**config.mk**
```make
export PLATFORM = sky130hd
export DESIGN_NAME = rgb565_horizontal_gradient_fill_flat
export DESIGN_NICKNAME = d
export VERILOG_FILES = /design/src/design/gfill_pkg.sv /design/src/design/gfill_if.sv /design/src/design/gfill_div.sv /design/src/design/gfill_datapath.sv /design/src/design/gfill_ctrl.sv /design/src/design/rgb565_horizontal_gradient_fill.sv /design/src/flat_wrapper.sv
export SDC_FILE = /design/constraint.sdc
export NUM_CORES = 1
export LEC_CHECK = 0
export BUFFER_PORTS_ARGS = -buffer_cell sky130_fd_sc_hd__buf_2
export CAP_MARGIN = 15
export CORE_ASPECT_RATIO = 0.5
export CORE_UTILIZATION = 25
export DETAILED_ROUTE_END_ITERATION = 16
export PLACE_DENSITY = 0.46
export SLEW_MARGIN = 20
export SYNTH_ARGS = -nofsm -noshare
export SYNTH_HDL_FRONTEND = slang
export SYNTH_SLANG_ARGS = --single-unit
```
**constraint.sdc**
```tcl
create_clock -name clk -period 3.51 [get_ports clk]
set_input_delay 0.351 -clock clk [delete_from_list [all_inputs] [get_ports clk]]
set_output_delay 0.351 -clock clk [all_outputs]
set_load 0.005 [all_outputs]
```
**src/design/gfill_pkg.sv**
```systemverilog
// ----------------------------------------------------------------------------
// gfill_pkg
// Shared types and constants of the RGB565 horizontal gradient fill block.
// ----------------------------------------------------------------------------
`default_nettype none

package gfill_pkg;

  localparam int FRAC_BITS_DEFAULT = 16;

  localparam int COLOR_W = 16;
  localparam int DIM_W   = 9;
  localparam int DIV_W   = DIM_W;

  localparam int RED_W   = 5;
  localparam int GREEN_W = 6;
  localparam int BLUE_W  = 5;
  localparam int RED_LSB   = 11;
  localparam int GREEN_LSB = 5;

  localparam int CFG_INDEX_W = 2;
  localparam int CFG_DATA_W  = 16;

  localparam logic [CFG_INDEX_W-1:0] REG_START_COLOR = 2'd0;
  localparam logic [CFG_INDEX_W-1:0] REG_END_COLOR   = 2'd1;
  localparam logic [CFG_INDEX_W-1:0] REG_RECT_WIDTH  = 2'd2;
  localparam logic [CFG_INDEX_W-1:0] REG_RECT_HEIGHT = 2'd3;

  typedef struct packed {
    logic start;
    logic div_step;
    logic latch_steps;
    logic emit;
  } gfill_cmd_t;

  typedef struct packed {
    logic in_progress;
    logic out_free;
  } gfill_status_t;

endpackage

`default_nettype wire

```
**src/design/gfill_if.sv**
```systemverilog
// ----------------------------------------------------------------------------
// gfill_if
// Handshake channels of the gradient fill block: request, pixel, config.
// ----------------------------------------------------------------------------
`default_nettype none

interface gfill_item_if;
  logic valid;
  logic ready;
  logic restart;

  modport source (output valid, output restart, input ready);
  modport sink   (input valid, input restart, output ready);
endinterface

interface gfill_pixel_if;
  logic                         valid;
  logic                         ready;
  logic [gfill_pkg::COLOR_W-1:0] pixel_color;
  logic                         row_end;
  logic                         rect_end;

  modport source (output valid, output pixel_color, output row_end, output rect_end,
                  input ready);
  modport sink   (input valid, input pixel_color, input row_end, input rect_end,
                  output ready);
endinterface

interface gfill_cfg_if;
  logic                             valid;
  logic                             ready;
  logic [gfill_pkg::CFG_INDEX_W-1:0] index;
  logic [gfill_pkg::CFG_DATA_W-1:0]  data;

  modport source (output valid, output index, output data, input ready);
  modport sink   (input valid, input index, input data, output ready);
endinterface

`default_nettype wire

```
**src/design/gfill_div.sv**
```systemverilog
// ----------------------------------------------------------------------------
// gfill_div
// Restoring divider, one quotient bit per step, for one color channel step.
// ----------------------------------------------------------------------------
`default_nettype none

module gfill_div #(
  parameter int QW = gfill_pkg::FRAC_BITS_DEFAULT + gfill_pkg::GREEN_W
) (
  input  wire logic                         clk,
  input  wire logic                         load,
  input  wire logic                         step,
  input  wire logic [QW-1:0]                dividend,
  input  wire logic [gfill_pkg::DIV_W-1:0]  divisor,
  output logic      [QW-1:0]                quotient
);

  localparam int DW = gfill_pkg::DIV_W;

  logic [QW-1:0] work;
  logic [DW-1:0] rem;
  logic [DW:0]   trial;
  logic [DW:0]   diff;
  logic          ge;

  always_comb begin
    trial = {rem, work[QW-1]};
    diff  = trial - {1'b0, divisor};
    ge    = trial >= {1'b0, divisor};
  end

  always_ff @(posedge clk) begin
    if (load) begin
      work <= dividend;
      rem  <= '0;
    end else if (step) begin
      work <= {work[QW-2:0], ge};
      rem  <= ge ? diff[DW-1:0] : trial[DW-1:0];
    end
  end

  assign quotient = work;

endmodule

`default_nettype wire

```
**src/design/gfill_datapath.sv**
```systemverilog
// ----------------------------------------------------------------------------
// gfill_datapath
// Config registers, step dividers, channel accumulators, counters, output.
// ----------------------------------------------------------------------------
`default_nettype none

module gfill_datapath #(
  parameter int FRAC_BITS = gfill_pkg::FRAC_BITS_DEFAULT
) (
  input  wire logic                  clk,
  input  wire logic                  rst,
  gfill_cfg_if.sink                  cfg,
  gfill_pixel_if.source              pixel,
  input  wire gfill_pkg::gfill_cmd_t cmd,
  output gfill_pkg::gfill_status_t   status
);

  localparam int RW = gfill_pkg::RED_W + FRAC_BITS;
  localparam int GW = gfill_pkg::GREEN_W + FRAC_BITS;
  localparam int BW = gfill_pkg::BLUE_W + FRAC_BITS;
  localparam int QW = GW;
  localparam int DM = gfill_pkg::DIM_W;

  logic [gfill_pkg::COLOR_W-1:0] start_color;
  logic [gfill_pkg::COLOR_W-1:0] end_color;
  logic [DM-1:0] rect_width;
  logic [DM-1:0] rect_height;

  logic [RW-1:0] red_accum;
  logic [GW-1:0] green_accum;
  logic [BW-1:0] blue_accum;
  logic [RW-1:0] red_step;
  logic [GW-1:0] green_step;
  logic [BW-1:0] blue_step;
  logic [DM-1:0] column_count;
  logic [DM-1:0] row_count;
  logic          in_progress;
  logic          red_neg;
  logic          green_neg;
  logic          blue_neg;
  logic          out_valid;

  logic [DM-1:0] w;
  logic [DM-1:0] h;
  logic          row_last;
  logic          rect_last;

  logic [gfill_pkg::RED_W-1:0]   red_s, red_e, red_d;
  logic [gfill_pkg::GREEN_W-1:0] green_s, green_e, green_d;
  logic [gfill_pkg::BLUE_W-1:0]  blue_s, blue_e, blue_d;
  logic [QW-1:0] red_q, green_q, blue_q;

  always_comb begin
    red_s   = start_color[gfill_pkg::RED_LSB +: gfill_pkg::RED_W];
    red_e   = end_color[gfill_pkg::RED_LSB +: gfill_pkg::RED_W];
    green_s = start_color[gfill_pkg::GREEN_LSB +: gfill_pkg::GREEN_W];
    green_e = end_color[gfill_pkg::GREEN_LSB +: gfill_pkg::GREEN_W];
    blue_s  = start_color[gfill_pkg::BLUE_W-1:0];
    blue_e  = end_color[gfill_pkg::BLUE_W-1:0];
    red_d   = (red_e >= red_s) ? red_e - red_s : red_s - red_e;
    green_d = (green_e >= green_s) ? green_e - green_s : green_s - green_e;
    blue_d  = (blue_e >= blue_s) ? blue_e - blue_s : blue_s - blue_e;
    w = (rect_width == '0) ? DM'(1) : rect_width;
    h = (rect_height == '0) ? DM'(1) : rect_height;
    row_last  = ({1'b0, column_count} + (DM+1)'(1)) >= {1'b0, w};
    rect_last = row_last && (({1'b0, row_count} + (DM+1)'(1)) >= {1'b0, h});
  end

  gfill_div #(.QW(QW)) u_red_div (
    .clk(clk), .load(cmd.start), .step(cmd.div_step),
    .dividend(QW'(red_d) << FRAC_BITS), .divisor(w), .quotient(red_q)
  );

  gfill_div #(.QW(QW)) u_green_div (
    .clk(clk), .load(cmd.start), .step(cmd.div_step),
    .dividend(QW'(green_d) << FRAC_BITS), .divisor(w), .quotient(green_q)
  );

  gfill_div #(.QW(QW)) u_blue_div (
    .clk(clk), .load(cmd.start), .step(cmd.div_step),
    .dividend(QW'(blue_d) << FRAC_BITS), .divisor(w), .quotient(blue_q)
  );

  assign cfg.ready = 1'b1;

  always_ff @(posedge clk) begin
    if (rst) begin
      start_color <= '0;
      end_color   <= '0;
      rect_width  <= DM'(1);
      rect_height <= DM'(1);
    end else if (cfg.valid) begin
      case (cfg.index)
        gfill_pkg::REG_START_COLOR: start_color <= cfg.data;
        gfill_pkg::REG_END_COLOR:   end_color   <= cfg.data;
        gfill_pkg::REG_RECT_WIDTH:  rect_width  <= cfg.data[DM-1:0];
        gfill_pkg::REG_RECT_HEIGHT: rect_height <= cfg.data[DM-1:0];
        default: ;
      endcase
    end
  end

  always_ff @(posedge clk) begin
    if (rst) begin
      column_count <= '0;
      row_count    <= '0;
      in_progress  <= 1'b0;
      out_valid    <= 1'b0;
    end else begin
      if (cmd.start) begin
        column_count <= '0;
        row_count    <= '0;
        in_progress  <= 1'b1;
      end else if (cmd.emit) begin
        if (row_last) begin
          column_count <= '0;
          if (rect_last) begin
            row_count   <= '0;
            in_progress <= 1'b0;
          end else begin
            row_count <= row_count + DM'(1);
          end
        end else begin
          column_count <= column_count + DM'(1);
        end
      end
      if (cmd.emit) begin
        out_valid <= 1'b1;
      end else if (pixel.ready) begin
        out_valid <= 1'b0;
      end
    end
  end

  always_ff @(posedge clk) begin
    if (cmd.start || (cmd.emit && row_last)) begin
      red_accum   <= {red_s, {FRAC_BITS{1'b0}}};
      green_accum <= {green_s, {FRAC_BITS{1'b0}}};
      blue_accum  <= {blue_s, {FRAC_BITS{1'b0}}};
    end else if (cmd.emit) begin
      red_accum   <= red_accum + red_step;
      green_accum <= green_accum + green_step;
      blue_accum  <= blue_accum + blue_step;
    end
    if (cmd.start) begin
      red_neg   <= red_e < red_s;
      green_neg <= green_e < green_s;
      blue_neg  <= blue_e < blue_s;
    end
    if (cmd.latch_steps) begin
      red_step   <= red_neg ? RW'(QW'(0) - red_q) : RW'(red_q);
      green_step <= green_neg ? GW'(QW'(0) - green_q) : GW'(green_q);
      blue_step  <= blue_neg ? BW'(QW'(0) - blue_q) : BW'(blue_q);
    end
    if (cmd.emit) begin
      pixel.pixel_color <= {red_accum[RW-1:FRAC_BITS], green_accum[GW-1:FRAC_BITS],
                            blue_accum[BW-1:FRAC_BITS]};
      pixel.row_end     <= row_last;
      pixel.rect_end    <= rect_last;
    end
  end

  assign pixel.valid        = out_valid;
  assign status.in_progress = in_progress;
  assign status.out_free    = !out_valid || pixel.ready;

endmodule

`default_nettype wire

```
**src/design/gfill_ctrl.sv**
```systemverilog
// ----------------------------------------------------------------------------
// gfill_ctrl
// Sequencer: accepts requests, runs the step division, issues pixel emits.
// ----------------------------------------------------------------------------
`default_nettype none

module gfill_ctrl #(
  parameter int FRAC_BITS = gfill_pkg::FRAC_BITS_DEFAULT
) (
  input  wire logic                    clk,
  input  wire logic                    rst,
  gfill_item_if.sink                   item,
  output gfill_pkg::gfill_cmd_t        cmd,
  input  wire gfill_pkg::gfill_status_t status
);

  localparam int QW = gfill_pkg::GREEN_W + FRAC_BITS;
  localparam int CW = $clog2(QW + 1);

  localparam logic [1:0] S_RUN   = 2'd0;
  localparam logic [1:0] S_DIV   = 2'd1;
  localparam logic [1:0] S_LATCH = 2'd2;
  localparam logic [1:0] S_EMIT  = 2'd3;

  logic [1:0]    state;
  logic [1:0]    state_next;
  logic [CW-1:0] count;
  logic          accept;

  always_comb begin
    item.ready = (state == S_RUN) && status.out_free;
    accept     = item.valid && item.ready;
    cmd        = '0;
    state_next = state;
    case (state)
      S_RUN: begin
        if (accept) begin
          if (item.restart || !status.in_progress) begin
            cmd.start  = 1'b1;
            state_next = S_DIV;
          end else begin
            cmd.emit = 1'b1;
          end
        end
      end
      S_DIV: begin
        cmd.div_step = 1'b1;
        if (count == CW'(QW - 1)) begin
          state_next = S_LATCH;
        end
      end
      S_LATCH: begin
        cmd.latch_steps = 1'b1;
        state_next      = S_EMIT;
      end
      S_EMIT: begin
        if (status.out_free) begin
          cmd.emit   = 1'b1;
          state_next = S_RUN;
        end
      end
      default: state_next = S_RUN;
    endcase
  end

  always_ff @(posedge clk) begin
    if (rst) begin
      state <= S_RUN;
      count <= '0;
    end else begin
      state <= state_next;
      if (cmd.start) begin
        count <= '0;
      end else if (cmd.div_step) begin
        count <= count + CW'(1);
      end
    end
  end

`ifndef NO_ASSERTIONS
  a_emit_free: assert property (@(posedge clk) disable iff (rst)
    cmd.emit |-> status.out_free)
    else $error("emit issued while output register is occupied");

  a_start_div: assert property (@(posedge clk) disable iff (rst)
    cmd.start |=> (state == S_DIV) && (count == '0))
    else $error("division did not begin after a new rectangle");

  a_accept_acted: assert property (@(posedge clk) disable iff (rst)
    (item.valid && item.ready) |-> (cmd.start || cmd.emit))
    else $error("accepted request neither started a rectangle nor emitted");

  a_div_len: assert property (@(posedge clk) disable iff (rst)
    (state == S_LATCH) |-> $past(cmd.div_step) && ($past(count) == CW'(QW - 1)))
    else $error("step latch reached before division finished");
`endif

endmodule

`default_nettype wire

```
**src/design/rgb565_horizontal_gradient_fill.sv**
```systemverilog
// ----------------------------------------------------------------------------
// rgb565_horizontal_gradient_fill
// Streams an RGB565 rectangle, row by row, with a horizontal linear gradient.
// ----------------------------------------------------------------------------
// Channels: item carries one request per pixel (restart begins a new
// rectangle); pixel returns one result per request with pixel_color,
// row_end and rect_end; cfg writes start_color, end_color, rect_width and
// rect_height by index 0..3 and is always ready.
// A request that begins a rectangle (restart, or none in progress) runs the
// per-channel step division, one quotient bit per cycle, then latches the
// steps and emits its pixel once the output register is free. Every other
// request is accepted and emitted in the same cycle, its pixel valid on the
// next cycle, one pixel per cycle sustained while the pixel receiver keeps
// ready high.
// Reset restores the register defaults (width and height 1) and leaves no
// rectangle in progress. When the pixel receiver stalls, the output register
// holds its pixel and item ready drops until it is taken.
// ----------------------------------------------------------------------------
`default_nettype none

module rgb565_horizontal_gradient_fill #(
  parameter int FRAC_BITS = gfill_pkg::FRAC_BITS_DEFAULT
) (
  input  wire logic     clk,
  input  wire logic     rst,
  gfill_item_if.sink    item,
  gfill_pixel_if.source pixel,
  gfill_cfg_if.sink     cfg
);

  gfill_pkg::gfill_cmd_t    cmd;
  gfill_pkg::gfill_status_t status;

  gfill_ctrl #(.FRAC_BITS(FRAC_BITS)) u_ctrl (
    .clk    (clk),
    .rst    (rst),
    .item   (item),
    .cmd    (cmd),
    .status (status)
  );

  gfill_datapath #(.FRAC_BITS(FRAC_BITS)) u_datapath (
    .clk    (clk),
    .rst    (rst),
    .cfg    (cfg),
    .pixel  (pixel),
    .cmd    (cmd),
    .status (status)
  );

endmodule

`default_nettype wire
```
**src/flat_wrapper.sv**
```systemverilog
// flat-port wrapper written by rule: the top's interface ports become plain ports
module rgb565_horizontal_gradient_fill_flat 
#(
  parameter int FRAC_BITS = gfill_pkg::FRAC_BITS_DEFAULT
)
  (clk, rst, item_valid, item_restart, item_ready, pixel_valid, pixel_pixel_color, pixel_row_end, pixel_rect_end, pixel_ready, cfg_valid, cfg_index, cfg_data, cfg_ready);
  gfill_item_if item_i ();
  gfill_pixel_if pixel_i ();
  gfill_cfg_if cfg_i ();
  input  wire logic clk;
  input  wire logic rst;
  input wire logic [$bits(item_i.valid)-1:0] item_valid;
  input wire logic [$bits(item_i.restart)-1:0] item_restart;
  output wire logic [$bits(item_i.ready)-1:0] item_ready;
  output wire logic [$bits(pixel_i.valid)-1:0] pixel_valid;
  output wire logic [$bits(pixel_i.pixel_color)-1:0] pixel_pixel_color;
  output wire logic [$bits(pixel_i.row_end)-1:0] pixel_row_end;
  output wire logic [$bits(pixel_i.rect_end)-1:0] pixel_rect_end;
  input wire logic [$bits(pixel_i.ready)-1:0] pixel_ready;
  input wire logic [$bits(cfg_i.valid)-1:0] cfg_valid;
  input wire logic [$bits(cfg_i.index)-1:0] cfg_index;
  input wire logic [$bits(cfg_i.data)-1:0] cfg_data;
  output wire logic [$bits(cfg_i.ready)-1:0] cfg_ready;
  assign item_i.valid = item_valid;
  assign item_i.restart = item_restart;
  assign item_ready = item_i.ready;
  assign pixel_valid = pixel_i.valid;
  assign pixel_pixel_color = pixel_i.pixel_color;
  assign pixel_row_end = pixel_i.row_end;
  assign pixel_rect_end = pixel_i.rect_end;
  assign pixel_i.ready = pixel_ready;
  assign cfg_i.valid = cfg_valid;
  assign cfg_i.index = cfg_index;
  assign cfg_i.data = cfg_data;
  assign cfg_ready = cfg_i.ready;
  rgb565_horizontal_gradient_fill #(.FRAC_BITS(FRAC_BITS)) u_core (.clk(clk), .rst(rst), .item(item_i), .pixel(pixel_i), .cfg(cfg_i));
endmodule
```
==> results.json <==
{
  "synth_top_area_share_pct": 22.46,
  "timing_hold_violations_final": 0,
  "grtUsageTotal_pct": 11.65,
  "rows": 69,
  "power_density_nw_per_um2": 811.7,
  "cts_resized": 0,
  "grt.overflow.total": 0,
  "yosysSeqAreaShare_pct": 41.97,
  "worstSetupPathType": "reg2reg",
  "fillers": 7508,
  "holdWs_ps": 48.55,
  "grt_setup_unrepaired": "false",
  "finalInstanceArea_um2": 20750,
  "fin_crit_sh_pct": 90.36,
  "drt-total-wl_um": 43110,
  "tightest_slew_ps": 1106,
  "cp.arrival_ps": 3450,
  "ys_ff_latch": 319,
  "core_area_um2": 71140,
  "wire_per_inst_um": 14.46,
  "clock-sinks": 319,
  "antennaDiodeCount": 0,
  "grt_pass1_wl_um": 69590,
  "vias": 13460,
  "reg2reg_from": "u_core.u_datapath.blue_step[1]",
  "slew_viol_final": 0,
  "critPathLaunchType": "register",
  "die_h_um": 191.8,
  "drt_pass1_iterations": 5,
  "cp.required_ps": 3790,
  "status": "completed",
  "yosys-top-cells-area": "dfxtp_1 (22%), edfxtp_1 (20%), ha_1 (9.9%)",
  "drc": 0,
  "slew_headroom_pct": 25.91,
  "insertion_delay_ps": 550,
  "portBuffers": 43,
  "cts_hold_buf": 0,
  "cts_tree": "built",
  "drive_gt1_share_pct": 8.449,
  "fin_setup_tns_ps": 0,
  "dieArea_um2": 73170,
  "fin_crit_ps": 3172,
  "ys_warn_count": 0,
  "setup_viol": 0,
  "cts_inserted_buffers": 38,
  "cp.buffers_inverters": 0,
  "synth_edf_count": 117,
  "path_common_cell": "a21o_1",
  "yosysUniqueCellTypes": 71,
  "startpoint": "u_core.u_datapath.blue_step[1]",
  "final_nets": 2174,
  "placed_area_um2": 19480,
  "syn_area_um2": 18010,
  "syn_avg_cell_area_um2": 9.192,
  "pin_count": 45,
  "ant_nets": 0,
  "final_cell_mix": "nand2_1 (250), dfxtp_1 (202), a21oi_1 (177), nor2_1 (144), ha_1 (140)",
  "htreeDepth": 2,
  "clockRootBuffer": "clkbuf_16",
  "cp_max_fo": 4,
  "post_cts_buffers": 0,
  "mostFrequentLayoutCell": "nand2_1",
  "die_w_um": 381.6,
  "skew_ps": 23.72,
  "drtIter0Drc": 649,
  "rrSetupSlack_ps": 340,
  "antenna_found_initial": 0,
  "place_congestion": 0.8048,
  "critPathTopFamily": "compound AO/OA/AOI/OAI gates",
  "yosysTopAreaCell": "dfxtp_1",
  "peakVddDrop_uv": 307.9,
  "cp_slowest_cell": "a2111oi_1",
  "vias_per_cell": 4.512,
  "crit_path_end_kind": "register",
  "min_from": "cfg_data[9]",
  "dp_hpwl_um": 30040,
  "drv_cap": 0,
  "crit_chain": "ha_1 > a21o_1 > a21o_1 > a2111oi_0 > nor2_1 > a21oi_1 > a211oi_1 > a2111oi_1 > xor2_1 > o31ai_1",
  "synth_ff_type": "dfxtp_1",
  "cts.reportedPaths.clkPinSlew_ps": 70,
  "synth_nets": 2137,
  "syn_inst": 1959,
  "grt_pass1_vias": 13090,
  "async_flop_share_pct": 0,
  "min_path_type": "in2reg",
  "cpPeakStageDelay_ps": 460,
  "initial_core_util_pct": 25.31,
  "syn2layout_area_growth_pct": 15.24,
  "grt_max_degree": 85,
  "power.leakage_nw": 7.866,
  "max_freq_mhz": 315.3,
  "clock_path_buffers": 3
}
final timing paths:
path,to,cells past startpoint
setup / recovery,u_core.u_datapath.blue_accum[19],10
hold / removal,u_core.u_datapath.end_color[9],3
setup reg to reg,u_core.u_datapath.blue_accum[19],10
hold reg to reg,u_core.u_datapath.red_accum[2],2
flip-flops by register name, indices dropped and copies added (netlist names), 5 cells and up:
signal / count
u_core.u_ctrl.count: 5
u_core.u_datapath.blue_accum: 21
u_core.u_datapath.blue_step: 21
u_core.u_datapath.column_count: 9
u_core.u_datapath.end_color: 16
u_core.u_datapath.green_accum: 22
u_core.u_datapath.green_step: 22
u_core.u_datapath.pixel.pixel_color: 16
u_core.u_datapath.rect_height: 9
u_core.u_datapath.rect_width: 9
u_core.u_datapath.red_accum: 21
u_core.u_datapath.red_step: 21
u_core.u_datapath.row_count: 9
u_core.u_datapath.start_color: 16
u_core.u_datapath.u_blue_div.quotient: 22
u_core.u_datapath.u_blue_div.rem: 9
u_core.u_datapath.u_green_div.quotient: 22
u_core.u_datapath.u_green_div.rem: 9
u_core.u_datapath.u_red_div.quotient: 22
u_core.u_datapath.u_red_div.rem: 9
final cells by class:
cell class,count,area (um^2),area share [%]
multi-input cells,1454,9799,47.22
flip-flops and latches,319,7557,36.42
well taps,958,1199,5.776
clock buffers,53,1090,5.251
repair buffers,77,533.0,2.568
inverters,106,397.9,1.917
clock inverters,15,176.4,0.8501
cell usage after synthesis (all sizes together), types with 10 or more instances:
| master | instances |
|---|---|
| fa | 12 |
| o21ai | 114 |
| buf | 12 |
| xnor2 | 104 |
| nor2b | 27 |
| nand2b | 31 |
| a211oi | 15 |
| a31oi | 14 |
| clkbuf | 68 |
| o31ai | 32 |
| mux2i | 70 |
| or3 | 11 |
| ha | 142 |
| dfxtp | 202 |
| nand3 | 52 |
| nand4 | 15 |
| nor3 | 30 |
| xor2 | 60 |
| nand3b | 11 |
| inv | 105 |
| a21oi | 178 |
| nor2 | 144 |
| edfxtp | 117 |
| and3 | 10 |
| a21o | 21 |
| nand2 | 250 |
layer usage:
metal | vias to the layer above | GRT usage (%) | wire, um
li1 | 6984 | - | -
met1 | 6270 | 15.75 | 21890
met2 | 146 | 19.57 | 19130
met3 | 55 | 1.680 | 1278
met4 | 0 | 2.769 | 812
met5 | - | 0 | 0
worst register-to-register path, delay by kind of cell (launching register included):
| family | cells | cell delay, ps |
|---|---|---|
| adders and majority gates | 1 | 280 |
| and+or+nand+nor | 1 | 190 |
| xor gates and xnor gates | 1 | 200 |
| DFF | 1 | 400 |
| AOI/OAI and AO/OA | 7 | 1850 |
through the flow:
| stage | utilization [%] | power, W | instances | setup slack [ps] |
|---|---|---|---|---|
| final | 29.17 | 0.01685 | 2982 | 338.5 |
| after global placement | 27.38 | 0.01292 | 2914 | 269.8 |
| after detailed placement | 27.38 | 0.01295 | 2914 | 260.7 |
| after global routing | 29.17 | 0.01817 | 2982 | 7.669 |
| after floorplan | - | 0.01105 | 1959 | 289.2 |
| after CTS | 29.16 | 0.01709 | 2982 | 231.9 |
power by group:
| group | switching, W | internal [W] | total [W] |
|---|---|---|---|
| Sequential | 0.000654 | 0.00502 | 0.00567 |
| Combinational | 0.00413 | 0.00301 | 0.00715 |
| Clock | 0.00163 | 0.00240 | 0.00403 |
| Total | 0.00641 | 0.0104 | 0.0168 |
logic make-up (layout without fill, tap and decap cells):
family                   after synthesis  in the layout  share of synthesized area [%]
XOR/XNOR                             164            164                          7.977
adder cells (fa/ha/maj)              157            157                          11.37
multiplexers                          79             79                          4.454
other                                  1              1                        0.02082
AND/OR/NAND/NOR                      610            610                          15.52
flip-flops                           319            319                          41.97
AO/OA/AOI/OAI                        443            443                          14.79
buffers and inverters                186            251                          3.905
(Power assumes the default switching activity.)
